File: config.mk
export PLATFORM = sky130hd
export DESIGN_NAME = ssh_binary_packet_framer
export DESIGN_NICKNAME = d
export VERILOG_FILES = /design/src/sv/sbpf_pkg.sv /design/src/sv/sbpf_front.sv /design/src/sv/sbpf_cmd_fifo.sv /design/src/sv/sbpf_back.sv /design/src/sv/ssh_binary_packet_framer.sv
export SDC_FILE = /design/constraint.sdc
export NUM_CORES = 1
export LEC_CHECK = 0
export ABC_AREA = 1
export BUFFER_PORTS_ARGS = -buffer_cell sky130_fd_sc_hd__buf_2
export CORE_AREA = 10 10 223 225
export DETAILED_ROUTE_END_ITERATION = 8
export DIE_AREA = 0 0 233 235
export SLEW_MARGIN = 25
export SYNTH_ARGS = -nofsm -noshare
export SYNTH_HDL_FRONTEND = slang
export SYNTH_SLANG_ARGS = --single-unit
File: constraint.sdc
create_clock -name clk -period 13.3 [get_ports clk]
set_clock_uncertainty 0.05 [all_clocks]
set_input_delay 2.66 -clock clk [delete_from_list [all_inputs] [get_ports clk]]
set_output_delay 2.66 -clock clk [all_outputs]
set_load 0.02 [all_outputs]
File: src/sv/sbpf_pkg.sv
package sbpf_pkg;

  localparam int MAXF_W              = 17;
  localparam logic [MAXF_W-1:0] MAXF_RESET = 17'd35000;
  localparam int LENGTH_BITS_DEFAULT = 16;
  localparam int MAX_LENGTH_BITS     = 24;
  localparam int PKT_W               = MAX_LENGTH_BITS + 1;
  localparam int PAD_W               = 4;
  localparam int HDR_CNT_W           = 3;
  localparam logic [HDR_CNT_W-1:0] HDR_PAD_STEP = 3'd4;
  localparam int CMD_DEPTH           = 4;
  localparam int CMD_PTR_W           = $clog2(CMD_DEPTH);
  localparam int CMD_CNT_W           = $clog2(CMD_DEPTH + 1);

  // One request from the front end: which parts of the frame to emit for one item.
  typedef struct packed {
    logic             err;
    logic             hdr;
    logic             data_v;
    logic             pad_v;
    logic [PKT_W-1:0] pkt_len;
    logic [PAD_W-1:0] pad;
    logic [7:0]       data;
  } cmd_t;

  // Padding that brings 5 + length up to a multiple of 8, at least 4 bytes.
  function automatic logic [PAD_W-1:0] pad_for(input logic [2:0] len_low);
    logic [2:0]       rem;
    logic [PAD_W-1:0] p;
    rem = len_low + 3'd5;
    p   = 4'd8 - {1'b0, rem};
    if (p < 4'd4) begin
      p = p + 4'd8;
    end
    return p;
  endfunction

endpackage

File: src/sv/sbpf_front.sv
module sbpf_front
  import sbpf_pkg::*;
#(
  parameter int LENGTH_BITS = LENGTH_BITS_DEFAULT
) (
  input  logic                   clk,
  input  logic                   rst,
  input  logic                   cfg_write,
  input  logic [MAXF_W-1:0]      cfg_data,
  input  logic                   accept,
  input  logic [LENGTH_BITS-1:0] payload_length,
  input  logic [7:0]             data_byte,
  input  logic                   has_byte,
  output logic                   cmd_push,
  output cmd_t                   cmd
);

  localparam int FRAME_W = LENGTH_BITS + 1;
  localparam int CMP_W   = (FRAME_W > MAXF_W) ? FRAME_W : MAXF_W;

  logic [MAXF_W-1:0]      max_frame_bytes;
  logic [LENGTH_BITS-1:0] bytes_seen, bytes_seen_next;
  logic [LENGTH_BITS-1:0] held_length, held_length_next;
  logic [PAD_W-1:0]       pad_amount, pad_amount_next;
  logic                   in_frame, in_frame_next;
  logic                   dropping, dropping_next;

  always_comb begin
    logic [PAD_W-1:0]       padv;
    logic [FRAME_W-1:0]     frame;
    logic [LENGTH_BITS-1:0] seen;
    logic                   err_path;
    bytes_seen_next  = bytes_seen;
    held_length_next = held_length;
    pad_amount_next  = pad_amount;
    in_frame_next    = in_frame;
    dropping_next    = dropping;
    cmd              = '0;
    cmd.data         = data_byte;
    padv             = pad_for(payload_length[2:0]);
    frame            = {1'b0, payload_length} + FRAME_W'(padv) + FRAME_W'(5);
    seen             = bytes_seen;
    err_path         = 1'b0;
    if (dropping) begin
      seen = has_byte ? LENGTH_BITS'(bytes_seen + 1'b1) : bytes_seen;
      if (seen >= held_length) begin
        dropping_next    = 1'b0;
        bytes_seen_next  = '0;
        held_length_next = '0;
      end else begin
        bytes_seen_next = seen;
      end
    end else begin
      if (!in_frame) begin
        if (CMP_W'(frame) > CMP_W'(max_frame_bytes)) begin
          err_path = 1'b1;
          cmd.err  = 1'b1;
          if (payload_length != '0) begin
            seen = has_byte ? LENGTH_BITS'(1) : '0;
            if (seen < payload_length) begin
              dropping_next    = 1'b1;
              held_length_next = payload_length;
              bytes_seen_next  = seen;
            end else begin
              bytes_seen_next  = '0;
              held_length_next = '0;
            end
          end
        end else begin
          cmd.hdr          = 1'b1;
          cmd.pkt_len      = PKT_W'(frame - FRAME_W'(4));
          held_length_next = payload_length;
          pad_amount_next  = padv;
          bytes_seen_next  = '0;
          in_frame_next    = 1'b1;
        end
      end
      if (!err_path) begin
        cmd.pad = pad_amount_next;
        if (has_byte && (bytes_seen_next < held_length_next)) begin
          cmd.data_v      = 1'b1;
          bytes_seen_next = LENGTH_BITS'(bytes_seen_next + 1'b1);
        end
        if (bytes_seen_next >= held_length_next) begin
          cmd.pad_v        = 1'b1;
          in_frame_next    = 1'b0;
          bytes_seen_next  = '0;
          held_length_next = '0;
          pad_amount_next  = '0;
        end
      end
    end
    cmd_push = accept && (cmd.err || cmd.hdr || cmd.data_v || cmd.pad_v);
  end

  always_ff @(posedge clk) begin
    if (rst) begin
      max_frame_bytes <= MAXF_RESET;
      bytes_seen      <= '0;
      held_length     <= '0;
      pad_amount      <= '0;
      in_frame        <= 1'b0;
      dropping        <= 1'b0;
    end else begin
      if (cfg_write) begin
        max_frame_bytes <= cfg_data;
      end
      if (accept) begin
        bytes_seen  <= bytes_seen_next;
        held_length <= held_length_next;
        pad_amount  <= pad_amount_next;
        in_frame    <= in_frame_next;
        dropping    <= dropping_next;
      end
    end
  end

endmodule

File: src/sv/sbpf_cmd_fifo.sv
module sbpf_cmd_fifo
  import sbpf_pkg::*;
(
  input  logic clk,
  input  logic rst,
  input  logic wr_en,
  input  cmd_t wr_cmd,
  input  logic rd_en,
  output cmd_t rd_cmd,
  output logic fifo_full,
  output logic fifo_empty
);

  cmd_t                 mem [CMD_DEPTH];
  logic [CMD_PTR_W-1:0] wr_ptr;
  logic [CMD_PTR_W-1:0] rd_ptr;
  logic [CMD_CNT_W-1:0] count;

  assign fifo_full  = (count == CMD_CNT_W'(CMD_DEPTH));
  assign fifo_empty = (count == '0);
  assign rd_cmd     = mem[rd_ptr];

  always_ff @(posedge clk) begin
    if (wr_en) begin
      mem[wr_ptr] <= wr_cmd;
    end
  end

  always_ff @(posedge clk) begin
    if (rst) begin
      wr_ptr <= '0;
      rd_ptr <= '0;
      count  <= '0;
    end else begin
      if (wr_en) begin
        wr_ptr <= CMD_PTR_W'(wr_ptr + 1'b1);
      end
      if (rd_en) begin
        rd_ptr <= CMD_PTR_W'(rd_ptr + 1'b1);
      end
      if (wr_en && !rd_en) begin
        count <= CMD_CNT_W'(count + 1'b1);
      end else if (rd_en && !wr_en) begin
        count <= CMD_CNT_W'(count - 1'b1);
      end
    end
  end

endmodule

File: src/sv/sbpf_back.sv
module sbpf_back
  import sbpf_pkg::*;
(
  input  logic       clk,
  input  logic       rst,
  input  cmd_t       head,
  input  logic       fifo_empty,
  output logic       fifo_pop,
  input  logic       pop,
  output logic       empty,
  output logic [7:0] out_byte,
  output logic       frame_last,
  output logic       too_long
);

  cmd_t                 cur, cur_next;
  logic [HDR_CNT_W-1:0] hcnt, hcnt_next;
  logic [PAD_W-1:0]     pcnt, pcnt_next;
  logic                 out_valid;
  logic [7:0]           byte_sel;
  logic                 last_sel;
  logic                 err_sel;
  logic                 step;

  always_comb begin
    cmd_t        work;
    logic [31:0] pkt32;
    logic        busy_after;
    work      = cur;
    hcnt_next = hcnt;
    pcnt_next = pcnt;
    byte_sel  = '0;
    last_sel  = 1'b0;
    err_sel   = 1'b0;
    pkt32     = 32'(cur.pkt_len);
    step      = (cur.err || cur.hdr || cur.data_v || cur.pad_v) && (!out_valid || pop);
    if (cur.err) begin
      last_sel = 1'b1;
      err_sel  = 1'b1;
      work.err = 1'b0;
    end else if (cur.hdr) begin
      case (hcnt)
        3'd0:    byte_sel = pkt32[31:24];
        3'd1:    byte_sel = pkt32[23:16];
        3'd2:    byte_sel = pkt32[15:8];
        3'd3:    byte_sel = pkt32[7:0];
        default: byte_sel = 8'(cur.pad);
      endcase
      if (hcnt == HDR_PAD_STEP) begin
        work.hdr  = 1'b0;
        hcnt_next = '0;
      end else begin
        hcnt_next = HDR_CNT_W'(hcnt + 1'b1);
      end
    end else if (cur.data_v) begin
      byte_sel    = cur.data;
      work.data_v = 1'b0;
    end else if (cur.pad_v) begin
      last_sel = (PAD_W'(pcnt + 1'b1) == cur.pad);
      if (last_sel) begin
        work.pad_v = 1'b0;
        pcnt_next  = '0;
      end else begin
        pcnt_next = PAD_W'(pcnt + 1'b1);
      end
    end
    if (!step) begin
      work      = cur;
      hcnt_next = hcnt;
      pcnt_next = pcnt;
    end
    busy_after = work.err || work.hdr || work.data_v || work.pad_v;
    fifo_pop   = !busy_after && !fifo_empty;
    cur_next   = fifo_pop ? head : work;
  end

  always_ff @(posedge clk) begin
    if (rst) begin
      cur       <= '0;
      hcnt      <= '0;
      pcnt      <= '0;
      out_valid <= 1'b0;
    end else begin
      cur  <= cur_next;
      hcnt <= hcnt_next;
      pcnt <= pcnt_next;
      if (step) begin
        out_valid <= 1'b1;
      end else if (pop) begin
        out_valid <= 1'b0;
      end
    end
  end

  always_ff @(posedge clk) begin
    if (step) begin
      out_byte   <= byte_sel;
      frame_last <= last_sel;
      too_long   <= err_sel;
    end
  end

  assign empty = !out_valid;

endmodule

File: src/sv/ssh_binary_packet_framer.sv
// Frames one payload at a time into an SSH binary packet (no MAC, no cipher).
// Input side is a queue: drive push with payload_length, data_byte and has_byte
// while full is low. The first request of a payload carries its length; an empty
// payload is a single request with has_byte low.
// Output side is a queue too: while empty is low, out_byte, frame_last and
// too_long hold the oldest byte, taken with pop. A frame is the 4-byte packet
// length, the padding-length byte, the payload and 4 to 11 zero padding bytes,
// with frame_last on the final padding byte. An oversized frame gives a single
// result with too_long and frame_last set, and its payload is discarded.
// cfg_write/cfg_data set the largest frame size; write only while idle.
// Throughput: one request per cycle while full is low; the back end emits one byte
// per cycle while the receiver pops, so the 5 header and 4 to 11 padding bytes of
// each frame are paced by the output register, and the 4-entry request queue raises
// full while they drain. Requests go through the queue, cur and the output register.
// When the receiver stalls, the output holds and the queue fills, then full rises.
// Reset empties both sides, clears the frame state and restores the size limit
// to 35000 bytes.
module ssh_binary_packet_framer
  import sbpf_pkg::*;
#(
  parameter int LENGTH_BITS = LENGTH_BITS_DEFAULT
) (
  input  logic                   clk,
  input  logic                   rst,
  input  logic                   cfg_write,
  input  logic [MAXF_W-1:0]      cfg_data,
  input  logic                   push,
  output logic                   full,
  input  logic [LENGTH_BITS-1:0] payload_length,
  input  logic [7:0]             data_byte,
  input  logic                   has_byte,
  output logic                   empty,
  input  logic                   pop,
  output logic [7:0]             out_byte,
  output logic                   frame_last,
  output logic                   too_long
);

  cmd_t front_cmd;
  cmd_t head_cmd;
  logic cmd_push;
  logic cmd_pop;
  logic fifo_full;
  logic fifo_empty;

  assign full = fifo_full;

  sbpf_front #(
    .LENGTH_BITS(LENGTH_BITS)
  ) u_front (
    .clk           (clk),
    .rst           (rst),
    .cfg_write     (cfg_write),
    .cfg_data      (cfg_data),
    .accept        (push && !fifo_full),
    .payload_length(payload_length),
    .data_byte     (data_byte),
    .has_byte      (has_byte),
    .cmd_push      (cmd_push),
    .cmd           (front_cmd)
  );

  sbpf_cmd_fifo u_fifo (
    .clk       (clk),
    .rst       (rst),
    .wr_en     (cmd_push),
    .wr_cmd    (front_cmd),
    .rd_en     (cmd_pop),
    .rd_cmd    (head_cmd),
    .fifo_full (fifo_full),
    .fifo_empty(fifo_empty)
  );

  sbpf_back u_back (
    .clk       (clk),
    .rst       (rst),
    .head      (head_cmd),
    .fifo_empty(fifo_empty),
    .fifo_pop  (cmd_pop),
    .pop       (pop),
    .empty     (empty),
    .out_byte  (out_byte),
    .frame_last(frame_last),
    .too_long  (too_long)
  );

endmodule
==> impl_metrics.yaml <==
clocking:
  cts_buffers: 27
  post-cts-setup-buffer-count: 0
  cts_resized: 0
  cts_tree: "yes"
  cts.hold.buffers_added: 0
  clk_pin_slew_worst_paths_ns: 0.06
  clock_sink_count: 247
  htreeDepth: 1
  root_buffer_selected_by_cts: "sky130_fd_sc_hd__clkbuf_16"
  cts.path.max_buffers: 3
  clk_latency_ns: 0.57
drt:
  wirelength_mm: 37.5
  wire_per_inst_um: 16.6
  route.vias.total: 11004
  drt_pre_antenna_iters: 5
  viasPerCell: 4.86
  postRouteAntennaNets: 0
  initialDrtViolationCount: 831
  drc: 0
critical_path:
  critPathRequiredTime_ns: 13.74
  arrival_ns: 12.34
  r2r-start: "u_front.max_frame_bytes[4]"
  setup.worst_path.start_class: "input port"
  critical-path-max-stage-delay_ns: 0.65
  crit_slowest_cell: "sky130_fd_sc_hd__a2111oi_1"
  rrSetupSlack_ns: 6.35
  timing.critical_path.buf_inv: 12
  critical-path-top-cell-by-count: "sky130_fd_sc_hd__nor2_1"
  critPathMaxFanout: 24
  ff2ff_path_depth: 44
  timing.critical_path.max_delay_family: "simple AND/OR/NAND/NOR gates"
  crit-reg2reg-capture: "u_fifo.count[2]"
  timing.critical_path.to_type: "flip-flop"
  path_class: "input port to flip-flop"
synth:
  synth.cells.most_frequent: "249 x sky130_fd_sc_hd__nand2_1, 208 x sky130_fd_sc_hd__nor2_1, 204 x sky130_fd_sc_hd__inv_1"
  ys_warn_count: 0
  ys.flop_type: "sky130_fd_sc_hd__edfxtp_1"
  yosys.cell_count.top_type: "sky130_fd_sc_hd__nand2_1"
  yosysTopAreaCell: "sky130_fd_sc_hd__edfxtp_1"
  synth_seq_cells: 247
  synth_cell_type_count: 52
  mappedNetlistArea_um2: 13400
  synth.net_count: 1730
  synth_area_per_cell_um2: 8.36
  async_reset_ff_share_pct: 0
  synthDominantCellAreaShare_pct: 31.9
  yosys-top-cells-area: "sky130_fd_sc_hd__edfxtp_1 32%, sky130_fd_sc_hd__dfxtp_1 16%, sky130_fd_sc_hd__ha_1 7.6%"
  synth_sequential_area_ratio_pct: 47.6
  synth_edf_count: 142
  postSynthCellCount: 1600
sta:
  finalHoldViolations: 0
  slew-limit-headroom_pct: 43.0
  report.final.slew_viol_count: 0
  finalCritPeriodShare_pct: 89.4
  worst_slew_pin_slew_ns: 0.855
  finalSetupViolCount: 0
  setup_repair_after_global_routing_missed_its_margin: "no"
  totalNegativeSetupSlack_ns: 0
  final.min_clock_period_ns: 11.90
  achievable_freq_ghz: 0.0841
grt:
  grt_first_pass_wirelength_mm: 59.4
  overall_global_routing_usage_pct: 13.4
  global_route.overflow_total: 0
  first_global_vias: 10535
  maximum_number_of_pins_on_one_net_before_global_route_repair: 68
  antenna_violations_before_repair: 0
floorplan:
  dieWidth_um: 233
  placementRows: 78
  design.die.area_um2: 54800
  fp.dieH_um: 235
  initial_core_util_pct: 29.7
  core_um2: 45100
  boundaryPins: 59
placement:
  place_hpwl_mm: 26.6
  io_buffers: 58
  routabilityCongestion: 0.879
finish:
  finalCoreUtilization_pct: 33.8
  antenna-diode-count: 0
  layout.nets: 1771
  area_growth_syn_to_layout_pct: 13.9
  final_layout_size_suffix_gt1_share_pct: 9.93
worst_hold_path:
  hold_crit_path_type: "flip-flop to flip-flop"
  hp-start: "u_fifo.rd_ptr[1]"
  timing.hold.worst_path_depth: 1
power_and_ir_drop:
  leakagePower_uw: 0.00622
  power.density_nw_per_um2: 177
  largest_voltage_drop_on_the_vdd_net_uv: 104
flow_run:
  drv.max_cap_violation_count: 0
outcome:
  run_status: "finished, final reports clean"
==> kinds of logic after synthesis <==
kind of cell,after synthesis,synth area share [%]
XOR/XNOR,41,2.68
adder cells (fa/ha/maj),83,7.88
flip-flops,247,47.6
AO/OA/AOI/OAI,356,14.7
buffers and inverters,283,8.07
multiplexers,1,0.0748
AND/OR/NAND/NOR,589,19.0
==> stage by stage <==
stage | hold WS [ns] | cell area, um^2 | setup slack (ns) | instances | total power [uW]
after floorplan | 0.362 | 13400 | 0.984 | 1600 | 1670
after global placement | 0.378 | 14300 | 1.10 | 2212 | 1930
after detailed placement | 0.385 | 14300 | 0.664 | 2212 | 1950
after CTS | 0.393 | 15200 | 1.24 | 2262 | 2730
after global routing | 0.423 | 15200 | 0.337 | 2262 | 2890
final | 0.390 | 15200 | 1.40 | 2262 | 2700
==> cell usage in the layout (no fill, tap or decap), types with 4 or more instances in the layout <==
| master | synthesis | final |
|---|---|---|
| sky130_fd_sc_hd__a211oi_1 | 9 | 9 |
| sky130_fd_sc_hd__a21oi_1 | 134 | 134 |
| sky130_fd_sc_hd__a22oi_1 | 6 | 6 |
| sky130_fd_sc_hd__a31oi_1 | 5 | 5 |
| sky130_fd_sc_hd__buf_2 | 2 | 58 |
| sky130_fd_sc_hd__buf_4 | 2 | 15 |
| sky130_fd_sc_hd__clkbuf_16 | 0 | 27 |
| sky130_fd_sc_hd__clkinv_1 | 4 | 5 |
| sky130_fd_sc_hd__clkinv_2 | 0 | 7 |
| sky130_fd_sc_hd__clkinv_4 | 0 | 4 |
| sky130_fd_sc_hd__dfxtp_1 | 105 | 104 |
| sky130_fd_sc_hd__edfxtp_1 | 142 | 142 |
| sky130_fd_sc_hd__ha_1 | 81 | 81 |
| sky130_fd_sc_hd__inv_1 | 204 | 203 |
| sky130_fd_sc_hd__inv_2 | 14 | 16 |
| sky130_fd_sc_hd__nand2_1 | 249 | 249 |
| sky130_fd_sc_hd__nand2_2 | 6 | 6 |
| sky130_fd_sc_hd__nand2_4 | 4 | 4 |
| sky130_fd_sc_hd__nand3_1 | 56 | 56 |
| sky130_fd_sc_hd__nand4_1 | 21 | 21 |
| sky130_fd_sc_hd__nor2_1 | 208 | 202 |
| sky130_fd_sc_hd__nor2_2 | 3 | 5 |
| sky130_fd_sc_hd__nor2_4 | 0 | 4 |
| sky130_fd_sc_hd__nor3_1 | 23 | 23 |
| sky130_fd_sc_hd__nor4_1 | 4 | 4 |
| sky130_fd_sc_hd__o211ai_1 | 5 | 5 |
| sky130_fd_sc_hd__o21ai_0 | 127 | 127 |
| sky130_fd_sc_hd__o221ai_1 | 5 | 5 |
| sky130_fd_sc_hd__o22ai_1 | 47 | 47 |
| sky130_fd_sc_hd__xnor2_1 | 7 | 7 |
| sky130_fd_sc_hd__xor2_1 | 34 | 34 |
==> sequential cells by signal, indices dropped and copies added (netlist names), named ones only <==
name / cells
u_back.cur: 33
u_back.frame_last: 1
u_back.hcnt: 3
u_back.out_byte: 8
u_back.out_valid: 1
u_back.pcnt: 4
u_back.too_long: 1
u_fifo.count: 3
u_fifo.mem: 132
u_fifo.rd_ptr: 2
u_fifo.wr_ptr: 2
u_front.bytes_seen: 16
u_front.dropping: 1
u_front.held_length: 16
u_front.in_frame: 1
u_front.max_frame_bytes: 17
u_front.pad_amount: 4
==> worst max path at each step <==
stage / cells after the start / slack [ns] / start / end
floorplan: 51 / 0.98 / payload_length[0] / u_fifo.mem[0][0]
global placement: 53 / 1.10 / payload_length[0] / u_fifo.count[1]
detailed placement: 59 / 0.66 / payload_length[0] / u_fifo.count[2]
CTS: 59 / 1.24 / payload_length[0] / u_fifo.count[2]
global route: 58 / 0.34 / payload_length[0] / u_fifo.count[2]
finish: 59 / 1.40 / payload_length[0] / u_fifo.count[2]
==> worst register-to-register path: cells and delay by family (launching register included) <==
| family | cells | cell delay (ns) |
|---|---|---|
| AOI/OAI and AO/OA | 7 | 1.35 |
| DFF | 1 | 0.31 |
| and+or+nand+nor | 23 | 2.66 |
| buffers and inverters | 8 | 0.99 |
| xor gates and xnor gates | 1 | 0.21 |
| adders and majority gates | 5 | 1.35 |
==> layout make-up <==
cell class	instances	area, um^2
Inverter	222	833
Timing Repair Buffer	73	403
Multi-Input combinational cell	1070	5970
Fill cell	4712	29900
Clock inverter	20	216
Clock buffer	30	697
Tap cell	600	751
Sequential cell	247	6370
==> metal layers <==
layer / global-route usage, % / wire (um) / vias to the layer above
met1: 18.6 / 17900 / 5197
met5: 0 / 0 / -
li1: - / - / 5493
met4: 2.98 / 825 / 0
met2: 21.3 / 16800 / 261
met3: 2.14 / 2000 / 53
==> power breakdown <==
| part | total (uW) | switching (uW) | internal [uW] | leakage (uW) |
|---|---|---|---|---|
| clock network | 770 | 327 | 443 | 0.000457 |
| logic | 882 | 625 | 258 | 0.00358 |
| registers | 1050 | 66.3 | 982 | 0.00218 |
| total | 2700 | 1020 | 1680 | 0.00622 |
No activity file was read; power rests on OpenSTA's default activity.
